--- config.mk ---
export PLATFORM = sky130hd
export DESIGN_NAME = gas_level_alarm_blinker
export DESIGN_NICKNAME = d
export VERILOG_FILES = /design/src/sv/gal_pkg.sv /design/src/sv/gal_lane.sv /design/src/sv/gal_merge.sv /design/src/sv/gas_level_alarm_blinker.sv
export SDC_FILE = /design/constraint.sdc
export NUM_CORES = 2
export LEC_CHECK = 0
export BUFFER_PORTS_ARGS = -buffer_cell sky130_fd_sc_hd__clkbuf_2
export CAP_MARGIN = 30
export CELL_PAD_IN_SITES_DETAIL_PLACEMENT = 1
export CELL_PAD_IN_SITES_GLOBAL_PLACEMENT = 2
export CORE_ASPECT_RATIO = 0.9
export CORE_UTILIZATION = 32
export DETAILED_ROUTE_END_ITERATION = 7
export GPL_TIMING_DRIVEN = 1
export PLACE_DENSITY_LB_ADDON = 0.15
export SYNTH_ARGS = -nofsm -noshare
export SYNTH_HDL_FRONTEND = slang
export SYNTH_SLANG_ARGS = --single-unit
--- constraint.sdc ---
create_clock -name clk_i -period 17.64 [get_ports clk_i]
set_clock_uncertainty 0.2 [all_clocks]
set_input_delay 3.528 -clock clk_i [delete_from_list [all_inputs] [get_ports clk_i]]
set_output_delay 3.528 -clock clk_i [all_outputs]
set_load 0.005 [all_outputs]
--- src/sv/gal_pkg.sv ---
`default_nettype none

package gal_pkg;

  localparam int unsigned LevelW   = 16;
  localparam int unsigned TimeW    = 32;
  localparam int unsigned PeriodW  = 16;
  localparam int unsigned CfgIdxW  = 3;
  localparam int unsigned CfgDataW = 16;

  // Register indexes on the configuration port
  localparam logic [CfgIdxW-1:0] RegCo2Lo   = 3'd0;
  localparam logic [CfgIdxW-1:0] RegCo2Hi   = 3'd1;
  localparam logic [CfgIdxW-1:0] RegTvocLo  = 3'd2;
  localparam logic [CfgIdxW-1:0] RegTvocHi  = 3'd3;
  localparam logic [CfgIdxW-1:0] RegLongest = 3'd4;
  localparam logic [CfgIdxW-1:0] RegShortest = 3'd5;

  // Register values after reset
  localparam logic [CfgDataW-1:0] RstCo2Lo    = 16'd1000;
  localparam logic [CfgDataW-1:0] RstCo2Hi    = 16'd2000;
  localparam logic [CfgDataW-1:0] RstTvocLo   = 16'd220;
  localparam logic [CfgDataW-1:0] RstTvocHi   = 16'd660;
  localparam logic [CfgDataW-1:0] RstLongest  = 16'd2000;
  localparam logic [CfgDataW-1:0] RstShortest = 16'd100;

  typedef struct packed {
    logic [LevelW-1:0] co2_level;
    logic [LevelW-1:0] tvoc_level;
    logic [TimeW-1:0]  now_ms;
  } in_t;

  typedef struct packed {
    logic               led_on;
    logic               led_changed;
    logic               alarm_active;
    logic [PeriodW-1:0] period_ms;
  } out_t;

  // Thresholds and period bounds seen by one lane
  typedef struct packed {
    logic [LevelW-1:0]  lo;
    logic [LevelW-1:0]  hi;
    logic [PeriodW-1:0] longest;
    logic [PeriodW-1:0] shortest;
  } lane_cfg_t;

  // Lane result toward the merge stage
  typedef struct packed {
    logic               done;
    logic               alarm;
    logic [PeriodW-1:0] period;
  } lane_res_t;

endpackage

`default_nettype wire

--- src/sv/gal_lane.sv ---
`default_nettype none

module gal_lane (
  input  logic                           clk_i,
  input  logic                           rst_ni,
  input  logic                           start_i,
  input  logic [gal_pkg::LevelW-1:0]     level_i,
  input  gal_pkg::lane_cfg_t             cfg_i,
  input  logic                           ack_i,
  output gal_pkg::lane_res_t             res_o
);

  localparam logic [2:0] S_IDLE = 3'd0;
  localparam logic [2:0] S_MUL  = 3'd1;
  localparam logic [2:0] S_DIV  = 3'd2;
  localparam logic [2:0] S_ADJ  = 3'd3;
  localparam logic [2:0] S_FIN  = 3'd4;

  localparam int unsigned PW   = gal_pkg::PeriodW;
  localparam int unsigned CntW = $clog2(PW);

  logic [2:0]      state_q, state_d;
  logic [CntW-1:0] cnt_q, cnt_d;

  logic [PW-1:0] diff_q, den_q, span_q, lp_q, sp_q;
  logic          alarm_q, inrange_q, up_q;
  logic [PW-1:0] rem_q, quo_q, per_q;

  logic [2*PW-1:0] prod;
  logic [PW:0]     trial;
  logic            fits;
  logic [PW-1:0]   rem_next;
  logic [PW-1:0]   ceil_quo;
  logic [PW-1:0]   per_d;

  assign prod     = (2*PW)'(diff_q) * (2*PW)'(span_q);
  assign trial    = {rem_q, quo_q[PW-1]};
  assign fits     = trial >= {1'b0, den_q};
  assign rem_next = fits ? PW'(trial - {1'b0, den_q}) : trial[PW-1:0];
  assign ceil_quo = quo_q + PW'(rem_q != '0);

  always_comb begin
    if (!alarm_q) begin
      per_d = '0;
    end else if (!inrange_q) begin
      per_d = sp_q;
    end else if (up_q) begin
      per_d = lp_q + quo_q;
    end else begin
      per_d = lp_q - ceil_quo;
    end
  end

  always_comb begin
    state_d = state_q;
    cnt_d   = cnt_q;
    unique case (state_q)
      S_IDLE: if (start_i) state_d = S_MUL;
      S_MUL: begin
        state_d = S_DIV;
        cnt_d   = '0;
      end
      S_DIV: begin
        cnt_d = cnt_q + 1'b1;
        if (cnt_q == CntW'(PW - 1)) state_d = S_ADJ;
      end
      S_ADJ: state_d = S_FIN;
      S_FIN: if (ack_i) state_d = S_IDLE;
      default: state_d = S_IDLE;
    endcase
  end

  always_ff @(posedge clk_i or negedge rst_ni) begin
    if (!rst_ni) begin
      state_q <= S_IDLE;
      cnt_q   <= '0;
    end else begin
      state_q <= state_d;
      cnt_q   <= cnt_d;
    end
  end

  always_ff @(posedge clk_i) begin
    if (state_q == S_IDLE && start_i) begin
      diff_q    <= level_i - cfg_i.lo;
      den_q     <= cfg_i.hi - cfg_i.lo;
      alarm_q   <= level_i >= cfg_i.lo;
      inrange_q <= level_i < cfg_i.hi;
      up_q      <= cfg_i.longest < cfg_i.shortest;
      span_q    <= (cfg_i.longest < cfg_i.shortest) ? cfg_i.shortest - cfg_i.longest
                                                    : cfg_i.longest - cfg_i.shortest;
      lp_q      <= cfg_i.longest;
      sp_q      <= cfg_i.shortest;
    end
    // Numerator high half seeds the remainder; low half shifts in, quotient fills behind
    if (state_q == S_MUL) begin
      rem_q <= prod[2*PW-1:PW];
      quo_q <= prod[PW-1:0];
    end
    if (state_q == S_DIV) begin
      rem_q <= rem_next;
      quo_q <= {quo_q[PW-2:0], fits};
    end
    if (state_q == S_ADJ) begin
      per_q <= per_d;
    end
  end

  assign res_o.done   = state_q == S_FIN;
  assign res_o.alarm  = alarm_q;
  assign res_o.period = per_q;

  a_rem_below_den: assert property (@(posedge clk_i) disable iff (!rst_ni)
    (state_q == S_DIV && alarm_q && inrange_q) |-> rem_q < den_q)
    else $error("lane remainder not below divisor");

  a_per_bounded: assert property (@(posedge clk_i) disable iff (!rst_ni)
    (state_q == S_FIN && alarm_q && inrange_q && !up_q) |-> (per_q <= lp_q && per_q >= sp_q))
    else $error("lane period outside longest/shortest range");

endmodule

`default_nettype wire

--- src/sv/gal_merge.sv ---
`default_nettype none

module gal_merge (
  input  logic                        clk_i,
  input  logic                        rst_ni,
  input  gal_pkg::lane_res_t          co2_i,
  input  gal_pkg::lane_res_t          tvoc_i,
  input  logic [gal_pkg::TimeW-1:0]   now_i,
  output logic                        ack_o,
  output logic                        done_o,
  output logic                        out_valid_o,
  input  logic                        out_stall_i,
  output gal_pkg::out_t               out_data_o
);

  localparam logic M_IDLE = 1'b0;
  localparam logic M_UPD  = 1'b1;

  localparam int unsigned TW = gal_pkg::TimeW;
  localparam int unsigned PW = gal_pkg::PeriodW;

  logic          mst_q, mst_d;
  logic          alarm_q;
  logic [PW-1:0] period_q;
  logic [TW-1:0] last_q, last_d;
  logic          led_q, led_d;
  logic          out_valid_q;
  gal_pkg::out_t out_q;

  logic          grab, upd, out_free, changed;
  logic [PW-1:0] comb_period;
  logic [TW-1:0] last_eff, elapsed;

  assign grab     = mst_q == M_IDLE && co2_i.done && tvoc_i.done;
  assign out_free = !out_valid_q || !out_stall_i;
  assign upd      = mst_q == M_UPD && out_free;
  assign ack_o    = grab;
  assign done_o   = upd;

  always_comb begin
    if (co2_i.alarm && tvoc_i.alarm) begin
      comb_period = (co2_i.period < tvoc_i.period) ? co2_i.period : tvoc_i.period;
    end else if (co2_i.alarm) begin
      comb_period = co2_i.period;
    end else if (tvoc_i.alarm) begin
      comb_period = tvoc_i.period;
    end else begin
      comb_period = '0;
    end
  end

  // Time going backwards restarts the toggle reference at zero
  assign last_eff = (now_i < last_q) ? '0 : last_q;
  assign elapsed  = now_i - last_eff;

  always_comb begin
    led_d   = led_q;
    last_d  = last_eff;
    changed = 1'b0;
    if (!alarm_q) begin
      if (led_q) begin
        led_d   = 1'b0;
        changed = 1'b1;
      end
    end else if (elapsed >= TW'(period_q)) begin
      led_d   = !led_q;
      last_d  = now_i;
      changed = 1'b1;
    end
  end

  always_comb begin
    mst_d = mst_q;
    unique case (mst_q)
      M_IDLE: if (grab) mst_d = M_UPD;
      M_UPD:  if (out_free) mst_d = M_IDLE;
      default: mst_d = M_IDLE;
    endcase
  end

  always_ff @(posedge clk_i or negedge rst_ni) begin
    if (!rst_ni) begin
      mst_q       <= M_IDLE;
      last_q      <= '0;
      led_q       <= 1'b0;
      out_valid_q <= 1'b0;
    end else begin
      mst_q <= mst_d;
      if (upd) begin
        last_q      <= last_d;
        led_q       <= led_d;
        out_valid_q <= 1'b1;
      end else if (!out_stall_i) begin
        out_valid_q <= 1'b0;
      end
    end
  end

  always_ff @(posedge clk_i) begin
    if (grab) begin
      alarm_q  <= co2_i.alarm || tvoc_i.alarm;
      period_q <= comb_period;
    end
    if (upd) begin
      out_q.led_on       <= led_d;
      out_q.led_changed  <= changed;
      out_q.alarm_active <= alarm_q;
      out_q.period_ms    <= period_q;
    end
  end

  assign out_valid_o = out_valid_q;
  assign out_data_o  = out_q;

  a_changed_matches: assert property (@(posedge clk_i) disable iff (!rst_ni)
    upd |=> out_q.led_changed == (led_q != $past(led_q)))
    else $error("led_changed does not match LED transition");

  a_off_without_alarm: assert property (@(posedge clk_i) disable iff (!rst_ni)
    (upd && !alarm_q) |=> !led_q)
    else $error("LED lit without alarm");

endmodule

`default_nettype wire

--- src/sv/gas_level_alarm_blinker.sv ---
// Gas level alarm blinker. Each transfer on the input channel carries a CO2
// sample, a TVOC sample and the current millisecond time; each one yields
// exactly one result transfer with the LED drive, whether it changed, whether
// any gas is at or above its low threshold, and the chosen blink half-period
// (zero without alarm). Two lanes, one per gas, compute their periods side by
// side: a 16x16 multiply followed by a 16-step restoring divider. A merge
// stage then takes the smaller active period and updates the LED and the
// toggle time, registering the result; the next item is taken in the cycle
// after the result is registered, even while that result still waits
// downstream. Configuration registers (indexes 0..5: CO2 low/high, TVOC
// low/high, longest and shortest period) are to be written through
// cfg_we_i/cfg_idx_i/cfg_wdata_i only while the block is idle; the block
// itself does not enforce this. Indexes beyond the list are ignored.
`default_nettype none

module gas_level_alarm_blinker (
  input  logic                              clk_i,
  input  logic                              rst_ni,
  input  logic                              cfg_we_i,
  input  logic [gal_pkg::CfgIdxW-1:0]       cfg_idx_i,
  input  logic [gal_pkg::CfgDataW-1:0]      cfg_wdata_i,
  input  logic                              in_valid_i,
  output logic                              in_stall_o,
  input  gal_pkg::in_t                      in_data_i,
  output logic                              out_valid_o,
  input  logic                              out_stall_i,
  output gal_pkg::out_t                     out_data_o
);

  // Configuration registers
  logic [gal_pkg::CfgDataW-1:0] co2_lo_q, co2_hi_q, tvoc_lo_q, tvoc_hi_q;
  logic [gal_pkg::CfgDataW-1:0] longest_q, shortest_q;

  logic                      busy_q;
  logic                      accept;
  logic [gal_pkg::TimeW-1:0] now_q;
  logic                      ack, done;

  gal_pkg::lane_cfg_t co2_cfg, tvoc_cfg;
  gal_pkg::lane_res_t co2_res, tvoc_res;

  // Hold off new input while an item is in the lanes or merge stage
  assign in_stall_o = busy_q;
  assign accept     = in_valid_i && !busy_q;

  always_ff @(posedge clk_i or negedge rst_ni) begin
    if (!rst_ni) begin
      co2_lo_q   <= gal_pkg::RstCo2Lo;
      co2_hi_q   <= gal_pkg::RstCo2Hi;
      tvoc_lo_q  <= gal_pkg::RstTvocLo;
      tvoc_hi_q  <= gal_pkg::RstTvocHi;
      longest_q  <= gal_pkg::RstLongest;
      shortest_q <= gal_pkg::RstShortest;
    end else if (cfg_we_i) begin
      unique case (cfg_idx_i)
        gal_pkg::RegCo2Lo:    co2_lo_q   <= cfg_wdata_i;
        gal_pkg::RegCo2Hi:    co2_hi_q   <= cfg_wdata_i;
        gal_pkg::RegTvocLo:   tvoc_lo_q  <= cfg_wdata_i;
        gal_pkg::RegTvocHi:   tvoc_hi_q  <= cfg_wdata_i;
        gal_pkg::RegLongest:  longest_q  <= cfg_wdata_i;
        gal_pkg::RegShortest: shortest_q <= cfg_wdata_i;
        default: ;  // drop writes to unknown indexes
      endcase
    end
  end

  // Busy from input transfer until the merge stage registers the result
  always_ff @(posedge clk_i or negedge rst_ni) begin
    if (!rst_ni) begin
      busy_q <= 1'b0;
    end else if (accept) begin
      busy_q <= 1'b1;
    end else if (done) begin
      busy_q <= 1'b0;
    end
  end

  always_ff @(posedge clk_i) begin
    if (accept) begin
      now_q <= in_data_i.now_ms;
    end
  end

  assign co2_cfg.lo        = co2_lo_q;
  assign co2_cfg.hi        = co2_hi_q;
  assign co2_cfg.longest   = longest_q;
  assign co2_cfg.shortest  = shortest_q;
  assign tvoc_cfg.lo       = tvoc_lo_q;
  assign tvoc_cfg.hi       = tvoc_hi_q;
  assign tvoc_cfg.longest  = longest_q;
  assign tvoc_cfg.shortest = shortest_q;

  // Both lanes start together and finish in lockstep
  gal_lane u_lane_co2 (
    .clk_i   (clk_i),
    .rst_ni  (rst_ni),
    .start_i (accept),
    .level_i (in_data_i.co2_level),
    .cfg_i   (co2_cfg),
    .ack_i   (ack),
    .res_o   (co2_res)
  );

  gal_lane u_lane_tvoc (
    .clk_i   (clk_i),
    .rst_ni  (rst_ni),
    .start_i (accept),
    .level_i (in_data_i.tvoc_level),
    .cfg_i   (tvoc_cfg),
    .ack_i   (ack),
    .res_o   (tvoc_res)
  );

  // Combine the lane periods, advance the LED state, register the result
  gal_merge u_merge (
    .clk_i       (clk_i),
    .rst_ni      (rst_ni),
    .co2_i       (co2_res),
    .tvoc_i      (tvoc_res),
    .now_i       (now_q),
    .ack_o       (ack),
    .done_o      (done),
    .out_valid_o (out_valid_o),
    .out_stall_i (out_stall_i),
    .out_data_o  (out_data_o)
  );

endmodule

`default_nettype wire
# == Word level (Yosys, flattened, before mapping) ==
# Index checks and enable logic that the tools add are counted.
# op_classes
n_reduce_logical,29
mul,2
mux,42
magnitude_cmp,10
eq_ne,22
bitwise_logic,1
addsub,17
# ops
operator,count
$mux W16,19
$sub A16 B16 Y16,10
$mux W32,3
$lt A16 B16 Y1,4
$mul A16 B16 Y32,2
$ge A17 B16 Y1,2
$add A16 B1 Y16,2
$add A16 B16 Y16,2
$ge A16 B16 Y1,2
$ge A32 B16 Y1,1
$lt A32 B32 Y1,1
$reduce_bool A16 Y1,2
$sub A32 B32 Y32,1
$pmux W3 S5,2
$eq A3 B2 Y1 const B,6
$pmux W4 S2,2
$eq A3 B3 Y1 const B,4
$mux W3,4
$reduce_and A2 Y1,6
$mux W1,11
$eq A3 B1 Y1 const B,3
$logic_not A3 Y1,3
$add A4 B1 Y4 const B,2
$eq A4 B4 Y1 const B,2
9 further kinds,27
# totals
reg_bits,476
output_inout_bits,21
wordCells,167
in_bits,88

# == Depth between registers and ports, before layout ==
# depth
ltp_word,6
mapped_depth,36
mapped_depth_nobuf,34

# == Modules after synthesis ==
# A second synthesis with hierarchy kept.
# unflattened
hier_cells,5148
hier_area_um2,49555.0
# by_module_without_submodules
mod,cells_per_inst,n_inst,area_each_um2
gal_lane (u_lane_co2),2145,1,19522.5
gal_lane (u_lane_tvoc),2090,1,19102.1
gal_merge,669,1,6217.2
gas_level_alarm_blinker,244,1,4713.3

# == Worst setup path after synthesis ==
# OpenSTA, ideal clock, no wires.
# synth_path
path_kind,input port to flip-flop
from,in in_valid_i
to,"reg u_lane_co2.alarm_q, enable pin"
cell_stages,2
t_required_ns,16.712
path_slack_ns,5.221
setup_time_ns,0.728
arrival_time_ns,11.491
path_cell_list,nand2b_1 nor4_1
# synth_between
elab_chain_cells,2
# synth_lines
item,line_no,source
"start, declared",gas_level_alarm_blinker.sv:22,"input logic in_valid_i,"
$logic_and A1 B1 Y1,gas_level_alarm_blinker.sv:44,assign accept = in_valid_i && !busy_q;
$logic_and A1 B1 Y1,gal_lane.sv:84,if (state_q == S_IDLE && start_i) begin
"end signal, assigned",gal_lane.sv:87,alarm_q <= level_i >= cfg_i.lo;
"end, declared",gal_lane.sv:26,"logic alarm_q, inrange_q, up_q;"
# No other way between the ends.
# A chain may end at the register's enable or synchronous reset.

# == Worst setup path after layout ==
# layout_path
from,reg u_lane_co2.span_q[9]
to,"reg u_lane_co2.rem_q[15], data pin"
# layout_between
elab_chain_cells,3
# layout_lines
item,line_no,source
"start, declared",gal_lane.sv:25,"logic [PW-1:0] diff_q, den_q, span_q, lp_q, sp_q;"
"start signal, assigned",gal_lane.sv:90,span_q <= (cfg_i.longest < cfg_i.shortest) ? cfg_i.shortest - cfg_i.longest
$mul A16 B16 Y32,gal_lane.sv:36,assign prod = (2*PW)'(diff_q) * (2*PW)'(span_q);
$mux W16,gal_lane.sv:96,if (state_q == S_MUL) begin
$mux W16,gal_lane.sv:100,if (state_q == S_DIV) begin
"end signal, assigned",gal_lane.sv:97,rem_q <= prod[2*PW-1:PW];
"end signal, assigned",gal_lane.sv:101,rem_q <= rem_next;
"end, declared",gal_lane.sv:27,"logic [PW-1:0] rem_q, quo_q, per_q;"
# No other way between the ends. The select of a mux whose other input is x is not followed.

==> qor.csv <==
stage,metric,value,unit
status,run status,completed,
finish,area used by multi-input combinational logic,0.0296,mm2
setup_path,data arrival time of the critical path,7.84,ns
drt,number of vias in the routed layout,34000,
global_route,met2 track demand over resource in global routing,31.3,%
finish,post-route design area,0.0516,mm2
drt,Detailed Route Iter0 Violations,1474,
timing,min Tclk post-route,7.65,ns
global_route,antenna violations before repair,4,
yosys,Avg Inst Size Synth,9.63,um2
drt,Wirelength per Cell,20.5,um
finish,net total in the final layout,5951,
yosys,total number of yosys warnings,0,
setup_path,"Cell Chain, Critical Path",nand2_1 -> fa_1 -> fa_1 -> inv_1 -> fa_1 -> inv_1 -> fa_1 -> fa_1 -> inv_1 -> fa_1 -> ha_1 -> and2_1 -> and3_1 -> a311oi_1 -> o21ai_1 -> a41oi_1 -> nand2_1 -> a31oi_1 -> xnor2_1 -> nor2_1 -> a21oi_1,
yosys,post-synthesis cell type with the largest combined area,edfxtp_1,
global_route,met3 track demand over resource in global routing,2.17,%
timing,portion of the clock cycle consumed by the worst path in the final layout,43.3,%
timing,highest achievable clock rate,131,MHz
global_route,GRT overflow,0,
timing,RSZ-0062 raised after global routing,false,
setup_path,critical path's largest stage delay,0.95,ns
setup_path,critical path's slowest cell,edfxtp_1,
drt,DRC violations left,0,
setup_path,Worst Setup Path Type,reg -> reg,
clock_tree,Num CTS Buffers,57,
yosys,flip-flop and latch count after synthesis,476,
yosys,number of enable-type register cells in the synthesized netlist,330,
clock_tree,clock insertion delay at the later pin of the skew report,0.66,ns
timing,headroom to the max-slew limit,31.3,%
global_route,first-pass GRT wire length,221,mm
clock_tree,Post-CTS Setup Inserts,0,
global_route,maximum number of pins on one net before global-route repair,64,
setup_path,Worst path most repeated cell,fa_1,
floorplanning,width of the die,405,um
setup_path,reg-to-reg setup timing slack,9.99,ns
timing,total negative slack,0,ns
yosys,async set-reset flop share out of synthesis,30.7,%
yosys,cell area after synthesis,0.0468,mm2
place,global placer's final weighted congestion,0.815,
yosys,ys flop type,edfxtp_1,
power,pwr/cell area,187,mW/mm2
floorplanning,Floorplan Core Area,0.145,mm2
yosys,share of the synthesized area in the top cell type,21.2,%
global_route,total global-route track usage,19.5,%
floorplanning,initial cell density of the core,32.4,%
yosys,number of instances in the synthesized netlist,4860,
run,total of max-cap violations,0,
floorplanning,die area,0.148,mm2
finish,flip-flop and latch area,0.0136,mm2
clock_tree,quantity of gates resized following cts,0,
finish,Area Overhead vs Synth,10.2,%
clock_tree,hold bufs inserted after CTS,0,
setup_path,Critical Path RT,17.83,ns
drt,Initial DRT Pass Iterations,5,
setup_path,crit end category,flip-flop,
clock_tree,H-tree depth,2,
timing,hold violation count in the final report,0,
timing,slew at the pin closest to its max-slew limit,1.02,ns
place,instance area after placement,0.0495,mm2
floorplanning,overall die height,365,um
timing,post-layout worst setup margin,9.99,ns
global_route,Global Route met1 Usage,27.8,%
setup_path,Setup crit start kind,flip-flop,
drt,number of routed nets with antenna violations,0,
yosys,cell types with the highest counts after synthesis,"inv_1, nand2_1, ha_1, fa_1, edfxtp_1",
clock_tree,clock tree buffer depth,3,
place,pre-CTS setup slack,9.96,ns
global_route,layer with the highest usage,met2,
setup_path,Critical Path Fanout Max,16,
yosys,cell with the most instances after synthesis,inv_1,
drt,vias per cell,4.92,
global_route,number of global-route vias before repair,36200,
place,hpwl dp,113,mm
clock_tree,clock tree from TritonCTS,done,
power,Final Power,9.65,mW
power,leakage component of the power,23.4,nW
power,maximum vdd drop,0.155,mV
yosys,number of distinct library cells after synthesis,90,
floorplanning,count of boundary I/O pins,109,
yosys,ranking of synthesized cells by area,"edfxtp_1, fa_1, ha_1, inv_1, dfrtp_1",
finish,filler cell count in the final layout,16500,
clock_tree,cell at the root of the clock tree,clkbuf_16,
timing,hold slack final,0.257,ns
yosys,sequential cell area fraction in the yosys report,29.1,%
worst_hold_path,class of the worst hold path,reg -> reg,
clock_tree,TritonCTS Sinks,476,
floorplanning,site row count,132,
drt,routed wire length,142,mm
place,# port buffers,108,
timing,Final setup violation count,0,
clock_tree,clock-pin slew on the worst setup and hold paths,0.07,ns
yosys,synthesized netlist net count,5897,
finish,share of post-route cells with drive strength above 1,7.25,%
timing,Final Slew Violations,0,
layer usage:
| metal | routed length [um] | vias up |
|---|---|---|
| met1 | 70400 | 17100 |
| met4 | 3550 | 4 |
| li1 | - | 16300 |
| met3 | 3940 | 135 |
| met5 | 25 | - |
| met2 | 63800 | 385 |
final cells by class:
class                           instances  share of cell area [%]
Sequential cell                       476                    26.4
Multi-Input combinational cell       3436                    57.5
Clock inverter                         42                    1.10
Clock buffer                           66                    2.87
Tap cell                             1943                    4.72
Timing Repair Buffer                  146                    1.64
Inverter                              797                    5.80
Antenna cell                            3                  0.0146
final timing paths:
path / start / end / cells after the start
min reg2reg: u_merge.period_q[5] / u_merge.out_data_o[5] / 0
min in group asynchronous: rst_ni / u_lane_tvoc.state_q[0] / 1
max reg2reg: u_lane_co2.span_q[9] / u_lane_co2.rem_q[15] / 21
max: u_lane_co2.span_q[9] / u_lane_co2.rem_q[15] / 21
max in group asynchronous: rst_ni / co2_lo_q[10] / 3
min: u_merge.period_q[5] / u_merge.out_data_o[5] / 0
critical path: cells and delay by family (launching register included):
family,cells,cell delay [ns]
adder cells (fa/ha/maj),7,3.43
AO/OA/AOI/OAI,5,1.78
flip-flops,1,0.95
AND/OR/NAND/NOR,5,0.76
buffers and inverters,3,0.16
XOR/XNOR,1,0.09
logic make-up (layout without fill, tap and decap cells):
family	after synthesis	in the layout	synth area share, %
compound gates	903	903	12.6
xor+xnor	202	202	3.78
fa+ha+maj	949	949	31.8
buf+inv	948	1051	7.78
flops	476	476	29.1
mux	70	70	1.62
other cells	0	3	0
simple gates	1312	1312	13.3
metrics by stage:
step	instances	utilization, %
6_report	6909	35.7
5_1_grt	6906	35.7
4_1_cts	6906	35.7
3_5_place_dp	6798	34.3
3_3_place_gp	6796	34.2
2_1_floorplan	4860	-
power by group:
group | total [mW] | internal [mW] | switching (mW)
registers | 1.85 | 1.63 | 0.227
logic | 6.49 | 2.65 | 3.83
clock network | 1.31 | 0.770 | 0.543
total | 9.65 | 5.05 | 4.60
cell usage in the layout, fill, tap and decap left out, types with 13 or more instances in the layout:
cell type,synthesis,final
a22o_1,50,50
a21boi_0,18,18
o211ai_1,13,13
nor2b_1,51,51
and3_1,18,18
clkbuf_16,0,57
buf_4,0,37
o21ai_0,208,208
edfxtp_1,330,330
and2_1,209,209
o21a_1,25,25
inv_1,797,796
dfstp_2,30,30
o31ai_1,14,14
xnor2_1,145,145
nand2b_1,48,48
nor2_1,208,207
clkbuf_2,0,107
a21o_1,104,104
or3_1,14,14
a21oi_1,221,220
ha_1,546,546
nor4_1,15,13
nand4_1,34,34
a31oi_1,21,21
a211oi_1,50,50
nor3_1,58,56
mux2i_1,29,29
mux2_2,40,40
fa_1,403,403
xor2_1,57,57
nand3_1,39,39
dfrtp_1,116,116
nand2_1,573,573
o21bai_1,42,42
o21ai_1,19,19
(Power assumes the default switching activity.)
